===== src/rtl/quadratic_fit_range_eval_top_assert.svh =====
// Assertion macros used by the quadratic fit controller.
`ifndef QUADRATIC_FIT_RANGE_EVAL_TOP_ASSERT_SVH
`define QUADRATIC_FIT_RANGE_EVAL_TOP_ASSERT_SVH

// Same-cycle implication.
`define QFRE_ASSERT_NOW(label, clk, rst, ante, cons) \
  label: assert property (@(posedge clk) disable iff (rst) (ante) |-> (cons)) \
    else $error("qfre assertion failed");

// Next-cycle implication.
`define QFRE_ASSERT_NEXT(label, clk, rst, ante, cons) \
  label: assert property (@(posedge clk) disable iff (rst) (ante) |=> (cons)) \
    else $error("qfre assertion failed");

`endif


===== src/rtl/qfre_pkg.sv =====
// Shared constants, command and status types of the quadratic fit block.
`default_nettype none
package qfre_pkg;

  localparam int COORD_WIDTH    = 24;
  localparam int FRAC_BITS      = 8;
  localparam int SLOPE_FRAC     = 46 - COORD_WIDTH;
  localparam int SUM_FRAC       = 14;
  localparam int OUTER_SH       = SLOPE_FRAC - SUM_FRAC;
  localparam int DEF_MAX_POINTS = 64;
  localparam int DIFF_W         = COORD_WIDTH + 1;
  localparam int WIDE_W         = 64;
  localparam int HALF_W         = WIDE_W / 2;
  localparam int PROD_W         = WIDE_W + COORD_WIDTH;
  localparam int Y_W            = WIDE_W - SUM_FRAC;
  localparam int DIV_STEPS      = WIDE_W;
  localparam int DIV_CNT_W      = $clog2(DIV_STEPS);
  localparam int CFG_IDX_W      = 3;
  localparam int CLAMP_BIT      = 60;

  typedef enum logic [CFG_IDX_W-1:0] {
    REG_A_X = 3'd0,
    REG_A_Y = 3'd1,
    REG_B_X = 3'd2,
    REG_B_Y = 3'd3,
    REG_C_X = 3'd4,
    REG_C_Y = 3'd5
  } reg_idx_t;

  typedef enum logic [3:0] {
    OP_NONE,
    OP_LOAD,
    OP_DIV_INIT,
    OP_DIV_STEP,
    OP_DIV_STORE,
    OP_M_SETUP,
    OP_MUL_LO,
    OP_MUL_HI,
    OP_MUL_SUM,
    OP_MUL_FIN,
    OP_INNER,
    OP_ROUND,
    OP_EMIT
  } op_t;

  typedef enum logic [1:0] {
    SEL_AB = 2'd0,
    SEL_BC = 2'd1,
    SEL_SQ = 2'd2
  } div_sel_t;

  typedef struct packed {
    op_t      op;
    div_sel_t div_sel;
    logic     second;
  } cmd_t;

  typedef struct packed {
    logic cfg_hit;
    logic count_zero;
    logic out_free;
    logic last_point;
  } status_t;

endpackage
`default_nettype wire


===== src/rtl/qfre_ctrl.sv =====
// Controller: sequences the refit divisions and the per-point evaluation.
`default_nettype none
`include "quadratic_fit_range_eval_top_assert.svh"
module qfre_ctrl import qfre_pkg::*; (
  input  wire logic    clk,
  input  wire logic    rst,
  input  wire logic    in_valid,
  input  wire status_t status,
  output logic         in_stall,
  output cmd_t         cmd
);

  typedef enum logic [12:0] {
    S_IDLE      = 13'b0000000000001,
    S_DIV_INIT  = 13'b0000000000010,
    S_DIV_RUN   = 13'b0000000000100,
    S_DIV_STORE = 13'b0000000001000,
    S_M_SETUP   = 13'b0000000010000,
    S_MUL_LO    = 13'b0000000100000,
    S_MUL_HI    = 13'b0000001000000,
    S_MUL_SUM   = 13'b0000010000000,
    S_MUL_FIN   = 13'b0000100000000,
    S_INNER     = 13'b0001000000000,
    S_ROUND     = 13'b0010000000000,
    S_EMIT      = 13'b0100000000000,
    S_SPARE     = 13'b1000000000000
  } state_t;

  localparam logic [DIV_CNT_W-1:0] DIV_LAST = DIV_CNT_W'(DIV_STEPS - 1);

  state_t               state, state_next;
  div_sel_t             div_sel, div_sel_next;
  logic [DIV_CNT_W-1:0] div_cnt, div_cnt_next;
  logic                 second, second_next;

  always_comb begin
    state_next   = state;
    div_sel_next = div_sel;
    div_cnt_next = div_cnt;
    second_next  = second;
    cmd          = '{op: OP_NONE, div_sel: div_sel, second: second};
    case (state)
      S_IDLE: begin
        if (in_valid) begin
          cmd.op = OP_LOAD;
          if (!status.count_zero) begin
            state_next  = S_M_SETUP;
            second_next = 1'b0;
          end
        end
      end
      S_DIV_INIT: begin
        cmd.op       = OP_DIV_INIT;
        div_cnt_next = '0;
        state_next   = S_DIV_RUN;
      end
      S_DIV_RUN: begin
        cmd.op       = OP_DIV_STEP;
        div_cnt_next = div_cnt + DIV_CNT_W'(1);
        if (div_cnt == DIV_LAST) state_next = S_DIV_STORE;
      end
      S_DIV_STORE: begin
        cmd.op = OP_DIV_STORE;
        case (div_sel)
          SEL_AB: begin
            div_sel_next = SEL_BC;
            state_next   = S_DIV_INIT;
          end
          SEL_BC: begin
            div_sel_next = SEL_SQ;
            state_next   = S_DIV_INIT;
          end
          default: begin
            div_sel_next = SEL_AB;
            state_next   = S_IDLE;
          end
        endcase
      end
      S_M_SETUP: begin
        cmd.op     = OP_M_SETUP;
        state_next = S_MUL_LO;
      end
      S_MUL_LO: begin
        cmd.op     = OP_MUL_LO;
        state_next = S_MUL_HI;
      end
      S_MUL_HI: begin
        cmd.op     = OP_MUL_HI;
        state_next = S_MUL_SUM;
      end
      S_MUL_SUM: begin
        cmd.op     = OP_MUL_SUM;
        state_next = S_MUL_FIN;
      end
      S_MUL_FIN: begin
        cmd.op     = OP_MUL_FIN;
        state_next = second ? S_ROUND : S_INNER;
      end
      S_INNER: begin
        cmd.op      = OP_INNER;
        second_next = 1'b1;
        state_next  = S_M_SETUP;
      end
      S_ROUND: begin
        cmd.op     = OP_ROUND;
        state_next = S_EMIT;
      end
      S_EMIT: begin
        // hold until the output register can take the point
        if (status.out_free) begin
          cmd.op      = OP_EMIT;
          second_next = 1'b0;
          state_next  = status.last_point ? S_IDLE : S_M_SETUP;
        end
      end
      default: state_next = S_IDLE;
    endcase
    // a register write restarts the fit from the first division
    if (status.cfg_hit) begin
      state_next   = S_DIV_INIT;
      div_sel_next = SEL_AB;
    end
  end

  always_ff @(posedge clk) begin
    if (rst) begin
      state   <= S_IDLE;
      div_sel <= SEL_AB;
      div_cnt <= '0;
      second  <= 1'b0;
    end else begin
      state   <= state_next;
      div_sel <= div_sel_next;
      div_cnt <= div_cnt_next;
      second  <= second_next;
    end
  end

  assign in_stall = (state != S_IDLE);

  `QFRE_ASSERT_NEXT(a_emit_hold, clk, rst, (state == S_EMIT) && !status.out_free && !status.cfg_hit, state == S_EMIT)
  `QFRE_ASSERT_NEXT(a_cfg_refit, clk, rst, status.cfg_hit, (state == S_DIV_INIT) && (div_sel == SEL_AB))
  `QFRE_ASSERT_NEXT(a_div_done, clk, rst, (state == S_DIV_RUN) && (div_cnt == DIV_LAST) && !status.cfg_hit, state == S_DIV_STORE)
  `QFRE_ASSERT_NOW(a_load_idle, clk, rst, cmd.op == OP_LOAD, (state == S_IDLE) && in_valid)

endmodule
`default_nettype wire


===== config.mk =====
export PLATFORM = sky130hd
export DESIGN_NAME = qfre_ctrl
export DESIGN_NICKNAME = d
export VERILOG_FILES = /design/src/rtl/qfre_pkg.sv /design/src/rtl/qfre_ctrl.sv
export VERILOG_INCLUDE_DIRS = /design/src /design/src/rtl
export SDC_FILE = /design/constraint.sdc
export NUM_CORES = 1
export LEC_CHECK = 0
export ABC_AREA = 1
export BUFFER_PORTS_ARGS = -buffer_cell sky130_fd_sc_hd__buf_2
export CAP_MARGIN = 30
export CORE_ASPECT_RATIO = 0.9
export CORE_MARGIN = 10
export CORE_UTILIZATION = 35
export CTS_CLUSTER_SIZE = 10
export DETAILED_ROUTE_END_ITERATION = 10
export PLACE_DENSITY = 0.59
export SETUP_SLACK_MARGIN = 0.5
export SYNTH_ARGS = -nofsm -noshare
export SYNTH_HDL_FRONTEND = slang
export SYNTH_SLANG_ARGS = --single-unit

===== constraint.sdc =====
create_clock -name clk -period 1.5 [get_ports clk]
set_input_delay 0.075 -clock clk [delete_from_list [all_inputs] [get_ports clk]]
set_output_delay 0.075 -clock clk [all_outputs]
set_load 0.01 [all_outputs]

==> impl_metrics.csv, run 1 <==
group,metric,value,unit
outcome,outcome,"complete, but fails checks",
outcome,violations,"setup timing",
power_and_ir_drop,cellPowerDensity,730,mW/mm^2
power_and_ir_drop,p_leak,0.851,nW
clocking,clock_latency,270,ps
synthesis,yosys_warnings,0,
sta,fin_crit_sh,1.07,
sta,final-setup-viol-count,6,
power_and_ir_drop,intPower,0.918,mW
layout,postLayoutCellArea,0.00186,mm^2
power_and_ir_drop,seq_power_share,0.425,
layout,syn2layout_area_growth,54.3,%
synthesis,synth_xor_xnor_area_share,0,
grt,grt_pass1_vias,1281,
power_and_ir_drop,power_frac_clock,0.282,
worst_setup_path,crit_required,1420,ps
placement,gp_congestion,0.883,
clocking,path_clk_slew,80,ps
placement,dpl-instance-area,0.00136,mm^2
worst_setup_path,r2r_start,"state[0]",
synthesis,synthCells,186,
die,core_region_area,0.00335,mm^2
synthesis,yosysSeqAreaShare,0.349,
drt,vias,1308,
drt,drc,0,
worst_hold_path,hp-start,"rst",
sta,whs,40.7,ps
layout,multiInputGateArea,963,um^2
synthesis,synth_compound_area_frac,0.102,
power_and_ir_drop,total_power,1.35,mW
synthesis,synth-simple-area-share,0.454,
placement,dp.cells,245,
layout,layout.cells.most_common,"nand2_1",
die,die_y,75.6,um
die,num_io_pins,15,
worst_setup_path,critPathMaxStageDelay,340,ps
sta,fin_ws,-99.5,ps
sta,min_period,1600,ps
power_and_ir_drop,worst_ir_drop_vdd,0.373,mV
synthesis,ys_ff_latch,21,
power_and_ir_drop,power.switching,0.437,mW
placement,place.detailed.hpwl,2.23,mm
grt,grt-ovfl-total,0,
worst_setup_path,cp-end-kind,"output pin",
die,die_area,0.00619,mm^2
drt,drt_iter0_drc,112,
layout,fin_cells,267,
power_and_ir_drop,switching_share,0.322,
sta,rsz0062_at_grt,"yes",
layout,final_cell_mix,"37 x nand2_1, 23 x inv_1, 14 x nand2_2, 14 x nor2_1",
worst_setup_path,ff2ff_setup_slack,-20,ps
synthesis,synthAdderAreaFrac,0.0104,
sta,finalHoldViolCount,0,
drt,wire_per_inst,13.1,um
sta,fmax,0.625,GHz
drt,totalWireLength,3.50,mm
placement,place_ws,62.6,ps
sta,drv_slew,0,
clocking,cts_tree,"built",
layout,layout-drive-gt1-share,0.529,
layout,num-nets-final,232,
grt,grt_pass1_wl,5.91,mm
grt,antenna_found_initial,0,
synthesis,synth.distinct_cells,27,
worst_setup_path,critPathSlowestCell,"dfxtp_2",
worst_setup_path,ff2ff_path_depth,9,
grt,grt_max_degree,13,
die,die_x,81.8,um
layout,seqCellArea,445,um^2
grt,grt_usage,0.118,
layout,final_util,0.554,
worst_setup_path,path_class,"flip-flop to output pin",
sta,max_slew.worst_pin.slew,498,ps
drt,firstDrtPassIters,4,
worst_hold_path,hp-class,"input port to flip-flop",
synthesis,synth_area,0.00120,mm^2
worst_setup_path,worstSetupStartpointType,"flip-flop",
synthesis,postSynthAreaPerCell,6.47,um^2
drt,antenna_left,0,
clocking,clockRootBuffer,"clkbuf_8",
clocking,ctsHoldBuffers,0,
clocking,cts_sinks,21,
worst_setup_path,worstPathArrival,1520,ps
worst_setup_path,worst-path-buf-inv,2,
flow_run,maxCapViolations,0,
clocking,cts_buffer_depth,2,
power_and_ir_drop,p_comb_frac,0.293,
sta,relSlewSlack,0.667,
clocking,htreeDepth,1,
sta,fin_skew,3.64,ps
die,initial_core_util,0.359,
layout,fillers,315,
synthesis,syn-num-nets,194,
worst_hold_path,min_path_cells,2,
worst_setup_path,crit_fanout,6,
placement,port_buffers,14,
clocking,cts_buffers,3,
worst_setup_path,cp_cell_sequence,"nor2_2 -> nand2_2 -> nor2_4 -> nand2_4 -> nand2_1 -> inv_1 -> nand4_1 -> buf_2",
sta,setup_tns,-292,ps
die,rows,20,
synthesis,synth_mux_area_frac,0,
worst_hold_path,whs_endpoint,"div_cnt[1]",
worst_setup_path,reg2reg_to,"state[0]",
synthesis,synth_top_family_by_area,"simple AND/OR/NAND/NOR gates",
layout,num_antenna_cells,0,
drt,viasPerCell,4.90,
worst_setup_path,path_delay_family,"simple AND/OR/NAND/NOR gates",
==> layout make-up <==
| type | count | area share |
|---|---|---|
| sequential | 21 | 0.240 |
| clock buffer | 3 | 0.0222 |
| clock inverter | 1 | 0.00270 |
| inverter | 25 | 0.0519 |
| tap | 44 | 0.0296 |
| timing repair buffer | 33 | 0.135 |
| multi-input combinational | 140 | 0.519 |
==> registers in the layout, indices dropped and copies added (netlist names) <==
signal   flops
div_cnt      6
div_sel      2
state       12
second       1
==> worst reg2reg max path: stages (launching register included) <==
cell,delay [ps]
dfxtp_2,340
nor2_2,160
nand2_2,110
nor2_4,240
buf_6,170
nand3b_4,130
nand3_4,110
a21oi_1,70
nand2_1,60
nand2_1,40
==> synthesized netlist by cell type (all sizes together) <==
library cell / count / area share
nand3: 11 / 0.060
dfxtp: 21 / 0.35
nand4: 4 / 0.021
inv: 25 / 0.078
o21ai: 8 / 0.036
nor2: 30 / 0.12
nand3b: 2 / 0.016
a31oi: 1 / 0.0052
nor4: 1 / 0.0052
nor3b: 1 / 0.0062
nor3: 8 / 0.042
a211oi: 1 / 0.0062
buf: 1 / 0.0062
ha: 1 / 0.010
a21oi: 13 / 0.054
nand2: 58 / 0.19
==> kinds of logic (layout without fill, tap and decap cells) <==
| kind of cell | Yosys count | in the layout |
|---|---|---|
| AO/OA/AOI/OAI | 23 | 23 |
| adder cells (fa/ha/maj) | 1 | 1 |
| AND/OR/NAND/NOR | 115 | 116 |
| buffers and inverters | 26 | 62 |
| flip-flops | 21 | 21 |
==> how the worst max path moves through the flow <==
stage | from | slack [ps] | cells past startpoint | end
2_1_floorplan | state[10] | 220 | 10 | state[0]
3_3_place_gp | state[0] | 30 | 8 | second
3_5_place_dp | state[6] | 60 | 8 | second
4_1_cts | state[9] | -40 | 8 | cmd[3]
5_1_grt | state[0] | -190 | 8 | cmd[6]
6_report | state[0] | -100 | 8 | cmd[6]
==> routing by layer <==
layer / wire [um] / GRT usage / up-vias / part of all wire
li1: - / - / 674 / -
met1: 1570 / 0.145 / 597 / 0.45
met2: 1690 / 0.197 / 28 / 0.48
met3: 181 / 0.0366 / 9 / 0.052
met4: 51 / 0.0321 / 0 / 0.015
met5: 0 / 0 / - / 0
==> power groups by stage <==
stage | registers [mW] | clock network (mW) | logic, mW
after floorplan | 0.587 | 0 | 0.174
after global placement | 0.588 | 0 | 0.237
after detailed placement | 0.588 | 0 | 0.237
after CTS | 0.574 | 0.389 | 0.326
after global routing | 0.578 | 0.405 | 0.430
final | 0.576 | 0.382 | 0.396
==> repair_timing <==
| item | CTS | global route |
|---|---|---|
| endpoints found under the setup margin | 25 | 26 |
| cloned | 1 | 0 |
| pin swaps | 15 | 16 |
| buffers inserted | 10 | 7 |
| resized for setup | 43 | 46 |
Note: power is estimated with default switching activity, not from simulation.
==> run 2, diff against run 1 <==
--- a/config.mk
+++ b/config.mk
@@ -10,11 +10,9 @@
 export BUFFER_PORTS_ARGS = -buffer_cell sky130_fd_sc_hd__buf_2
 export CAP_MARGIN = 30
 export CORE_ASPECT_RATIO = 0.9
-export CORE_MARGIN = 10
 export CORE_UTILIZATION = 35
 export CTS_CLUSTER_SIZE = 10
 export DETAILED_ROUTE_END_ITERATION = 10
-export PLACE_DENSITY = 0.59
 export SETUP_SLACK_MARGIN = 0.5
 export SYNTH_ARGS = -nofsm -noshare
 export SYNTH_HDL_FRONTEND = slang
==> constraint.sdc (replaced) <==
create_clock -name clk -period 1.7 [get_ports clk]
set_input_delay 0.085 -clock clk [delete_from_list [all_inputs] [get_ports clk]]
set_output_delay 0.085 -clock clk [all_outputs]
set_load 0.01 [all_outputs]
==> impl_metrics.csv, run 2 (synthesized netlist as in run 1, its figures left out) <==
group,metric,value,unit
grt,antenna_found_initial,0,
layout,num-nets-final,231,
layout,fillers,304,
drt,viasPerCell,4.94,
placement,dp.cells,241,
worst_setup_path,worstPathArrival,1500,ps
sta,fmax,0.630,GHz
layout,final_cell_mix,"43 x nand2_1, 23 x inv_1, 16 x nor2_1",
clocking,path_clk_slew,70,ps
sta,finalHoldViolCount,0,
worst_hold_path,hp-start,"rst",
worst_setup_path,cpMostUsedCell,"nand2_4",
grt,met2_usage,0.295,
grt,grt_pass1_wl,5.49,mm
layout,top_register,"state",
grt,use_met3,0.0413,
placement,place_ws,250,ps
die,core_region_area,0.00316,mm^2
grt,grt_usage,0.192,
layout,layout-drive-gt1-share,0.428,
clocking,cts_buffer_depth,2,
worst_hold_path,hp-class,"input port to flip-flop",
sta,drv_slew,0,
sta,rsz0062_at_grt,"yes",
drt,vias,1305,
drt,drt_iter0_drc,64,
layout,final_util,0.568,
power_and_ir_drop,worst_ir_drop_vdd,0.623,mV
drt,wire_per_inst,12.8,um
drt,totalWireLength,3.38,mm
placement,dpl-instance-area,0.00134,mm^2
die,die_area,0.00368,mm^2
worst_setup_path,ff2ff_setup_slack,190,ps
worst_setup_path,cp-end-kind,"output pin",
layout,fin_cells,264,
sta,fin_crit_sh,0.933,
grt,grt_max_degree,12,
layout,seqCellArea,433,um^2
drt,antenna_left,0,
clocking,clockRootBuffer,"clkbuf_8",
layout,reg_top3,"state x12, div_cnt x6, div_sel x2",
die,num_io_pins,15,
worst_setup_path,crit_required,1620,ps
placement,gp_congestion,0.852,
sta,setup_tns,0,ps
sta,whs,68.5,ps
clocking,cts_tree,"built",
sta,fin_skew,9.73,ps
layout,layout.cells.most_common,"nand2_1",
placement,port_buffers,14,
flow_run,maxCapViolations,0,
sta,fin_ws,113,ps
layout,syn2layout_area_growth,49.3,%
clocking,cts_sinks,21,
sta,final-setup-viol-count,0,
placement,place.detailed.hpwl,2.05,mm
power_and_ir_drop,total_power,1.18,mW
grt,grt_pass1_vias,1188,
worst_setup_path,crit_fanout,6,
clocking,clock_latency,260,ps
sta,min_period,1590,ps
die,die_y,57.6,um
grt,grt.busiest_layer,"met2",
die,rows,19,
layout,num_antenna_cells,0,
worst_setup_path,path_class,"flip-flop to output pin",
power_and_ir_drop,p_leak,0.823,nW
layout,largest_register_ffs,12,
worst_setup_path,critPathMaxStageDelay,400,ps
clocking,htreeDepth,1,
layout,multiInputGateArea,936,um^2
worst_setup_path,r2r_start,"state[0]",
worst_setup_path,critPathSlowestCell,"dfxtp_2",
sta,relSlewSlack,0.698,
layout,postLayoutCellArea,0.00180,mm^2
power_and_ir_drop,cellPowerDensity,657,mW/mm^2
drt,firstDrtPassIters,4,
grt,grt_util_met1,0.274,
grt,grt-ovfl-total,0,
drt,drc,0,
worst_setup_path,startpoint,"state[10]",
worst_setup_path,worstSetupStartpointType,"flip-flop",
clocking,cts_buffers,3,
die,initial_core_util,0.381,
sta,max_slew.worst_pin.slew,453,ps
outcome,outcome,"complete, no violations",
die,die_x,63.8,um
worst_setup_path,cp_cell_sequence,"nor2_4 -> nand2_4 -> nor2_8 -> nand2_4 -> nand2_1 -> a31oi_2 -> nand4_1 -> buf_2",
## run 2: changes by cell type in the layout (fill, tap and decap cells not counted), moves of 3 or more
cell     change
a21oi_1      +3
a21oi_2      -4
dfxtp_1      +6
dfxtp_2      -4
nand2_1      +6
nand2_2      -7
nand3_2      -3
nor2_2       -3
## run 2: power by group
| part | internal, mW | leakage, nW | switching (mW) |
|---|---|---|---|
| logic | 0.144 | 0.626 | 0.196 |
| clock network | 0.167 | 0.0228 | 0.161 |
| registers | 0.502 | 0.174 | 0.0106 |
| total | 0.813 | 0.823 | 0.367 |
## run 2: metal layers
metal,vias up,routed length [um],share of wire
li1,672,-,-
met1,607,1630,0.48
met2,20,1580,0.47
met3,6,123,0.036
met4,0,50,0.015
met5,-,0,0
## run 2: final timing paths
path	depth (start not counted)	endpoint
setup / recovery	8	cmd[3]
hold / removal	2	div_cnt[1]
setup reg to reg	9	state[0]
hold reg to reg	2	div_sel[0]
## run 2: critical path, delay by kind of cell, from the launching register on
kind | cells | cell delay (ps)
AND/OR/NAND/NOR | 6 | 500
AO/OA/AOI/OAI | 1 | 180
buffers and inverters | 1 | 150
flip-flops | 1 | 400
## run 2: layout make-up
| cell class | count | area share |
|---|---|---|
| Inverter | 25 | 0.0536 |
| Tap cell | 42 | 0.0292 |
| Multi-Input combinational cell | 140 | 0.521 |
| Sequential cell | 21 | 0.241 |
| Timing Repair Buffer | 32 | 0.130 |
| Clock buffer | 4 | 0.0251 |
## run 2: timing repair
item | 4_1_cts | 5_1_grt
cloned | 1 | 0
hold buffers | 0 | 0
pin swaps | 10 | 16
endpoints found under the setup margin | 24 | 24
setup buffers | 12 | 6
gates resized for setup | 32 | 40
==> run 3, diff against run 2 <==
==> constraint.sdc (replaced) <==
create_clock -name clk -period 1.8 [get_ports clk]
set_input_delay 0.09 -clock clk [delete_from_list [all_inputs] [get_ports clk]]
set_output_delay 0.09 -clock clk [all_outputs]
set_load 0.005 [all_outputs]
==> impl_metrics.csv, run 3 (synthesized netlist as in run 1, its figures left out) <==
group,metric,value,unit
layout,syn2layout_area_growth,42.3,%
outcome,outcome,"complete, no violations",
grt,grt_pass1_vias,1165,
grt,grt_max_degree,13,
worst_hold_path,hp-class,"input port to flip-flop",
power_and_ir_drop,total_power,1.08,mW
sta,fin_skew,4.04,ps
flow_run,maxCapViolations,0,
worst_setup_path,crit_required,1710,ps
worst_setup_path,worstPathArrival,1480,ps
worst_setup_path,worstSetupStartpointType,"flip-flop",
die,die_area,0.00368,mm^2
layout,final_cell_mix,"44 x nand2_1, 23 x inv_1, 18 x nor2_1",
sta,drv_slew,0,
worst_setup_path,startpoint,"state[2]",
power_and_ir_drop,intPower,0.749,mW
clocking,path_clk_slew,80,ps
sta,rsz0062_at_grt,"yes",
worst_setup_path,critPathSlowestCell,"dfxtp_4",
worst_setup_path,crit_end,"cmd[6]",
grt,grt.busiest_layer,"met2",
die,die_y,57.6,um
clocking,cts_buffer_depth,2,
power_and_ir_drop,worst_ir_drop_vdd,0.353,mV
placement,place.detailed.hpwl,2.06,mm
sta,finalHoldViolCount,0,
drt,firstDrtPassIters,4,
clocking,clock_latency,260,ps
sta,final-setup-viol-count,0,
worst_setup_path,crit_fanout,8,
layout,reg_top3,"state x12, div_cnt x6, div_sel x2",
worst_setup_path,path_class,"flip-flop to output pin",
placement,dp.cells,241,
grt,antenna_found_initial,0,
power_and_ir_drop,p_comb_frac,0.265,
sta,whs,52.9,ps
die,die_x,63.8,um
drt,vias,1230,
drt,drt_iter0_drc,58,
worst_setup_path,crit_cells,6,
die,core_region_area,0.00316,mm^2
worst_setup_path,critPathMaxStageDelay,370,ps
grt,grt_pass1_wl,5.17,mm
worst_setup_path,worst-path-buf-inv,1,
clocking,cts_tree,"built",
grt,met2_usage,0.289,
power_and_ir_drop,cellPowerDensity,632,mW/mm^2
drt,drc,0,
worst_setup_path,ff2ff_path_depth,9,
power_and_ir_drop,p_leak,0.796,nW
layout,postLayoutCellArea,0.00171,mm^2
power_and_ir_drop,switching_share,0.308,
layout,num_antenna_cells,0,
placement,port_buffers,14,
layout,largest_register_ffs,12,
sta,fin_crit_sh,0.871,
layout,layout-drive-gt1-share,0.386,
layout,num-nets-final,224,
worst_setup_path,cpMostUsedCell,"nor2_4",
placement,gp_congestion,0.907,
worst_setup_path,cp_cell_sequence,"nor2_4 -> nand2_4 -> nor2_4 -> nand2_1 -> nand4_1 -> buf_2",
die,num_io_pins,15,
sta,min_period,1570,ps
drt,totalWireLength,3.14,mm
grt,grt-ovfl-total,0,
sta,max_slew.worst_pin.slew,429,ps
sta,fmax,0.638,GHz
worst_setup_path,reg2reg_to,"state[0]",
clocking,cts_buffers,3,
layout,fillers,301,
worst_setup_path,ff2ff_setup_slack,280,ps
grt,grt_util_met1,0.244,
power_and_ir_drop,power.switching,0.333,mW
worst_setup_path,cp-end-kind,"output pin",
die,rows,19,
grt,grt_usage,0.183,
clocking,htreeDepth,1,
grt,use_met3,0.0433,
power_and_ir_drop,seq_power_share,0.445,
layout,fin_cells,257,
drt,wire_per_inst,12.2,um
die,initial_core_util,0.381,
power_and_ir_drop,power_frac_clock,0.290,
sta,setup_tns,0,ps
worst_setup_path,path_delay_family,"simple AND/OR/NAND/NOR gates",
drt,antenna_left,0,
sta,relSlewSlack,0.713,
placement,dpl-instance-area,0.00132,mm^2
clocking,cts_sinks,21,
worst_setup_path,r2r_start,"state[2]",
layout,layout.cells.most_common,"nand2_1",
layout,top_register,"state",
clocking,clockRootBuffer,"clkbuf_8",
drt,viasPerCell,4.79,
-- run 3: cell count changes in the layout (fill, tap and decap cells not counted), sizes merged --
cell / change
clkbuf: -1
buf: -7
clkinv: +1
-- run 3: area by class of cell --
| class | instances | area, um^2 | share of cell area |
|---|---|---|---|
| timing repair buffer | 25 | 186 | 0.109 |
| multi-input combinational | 140 | 893 | 0.522 |
| clock inverter | 1 | 5.00 | 0.00292 |
| sequential | 21 | 440 | 0.257 |
| inverter | 25 | 93.8 | 0.0548 |
| tap | 42 | 52.6 | 0.0307 |
| clock buffer | 3 | 41.3 | 0.0241 |
-- run 3: worst min path at each step --
stage / from / to / slack [ps] / cells past startpoint
6_report: rst / div_cnt[1] / 50 / 2
5_1_grt: rst / div_cnt[1] / 50 / 2
4_1_cts: rst / second / 50 / 2
3_5_place_dp: rst / second / 330 / 2
3_3_place_gp: rst / second / 330 / 2
2_1_floorplan: rst / div_cnt[1] / 160 / 1
-- run 3: layer usage --
metal	routed length (um)	vias up
li1	-	656
met1	1520	544
met2	1440	23
met3	131	7
met4	45	0
met5	0	-
-- run 3: power groups by stage --
stage | clock [mW] | combinational [mW] | sequential (mW)
floorplan | 0 | 0.136 | 0.489
global placement | 0 | 0.184 | 0.491
detailed placement | 0 | 0.182 | 0.491
CTS | 0.333 | 0.252 | 0.481
global route | 0.352 | 0.317 | 0.483
finish | 0.313 | 0.287 | 0.482
-- run 3: metrics by stage --
| stage | utilization | setup WS, ps |
|---|---|---|
| 3_3_place_gp | 0.418 | 362 |
| 2_1_floorplan | - | 513 |
| 5_1_grt | 0.542 | 117 |
| 6_report | 0.542 | 232 |
| 4_1_cts | 0.496 | 267 |
| 3_5_place_dp | 0.418 | 365 |
-- run 3: repair_timing --
action | 4_1_cts | 5_1_grt
hold buffers | 0 | 0
pin swaps | 14 | 12
gates cloned | 1 | 0
setup endpoints to repair | 20 | 24
gates resized for setup | 35 | 32
buffers inserted | 9 | 2
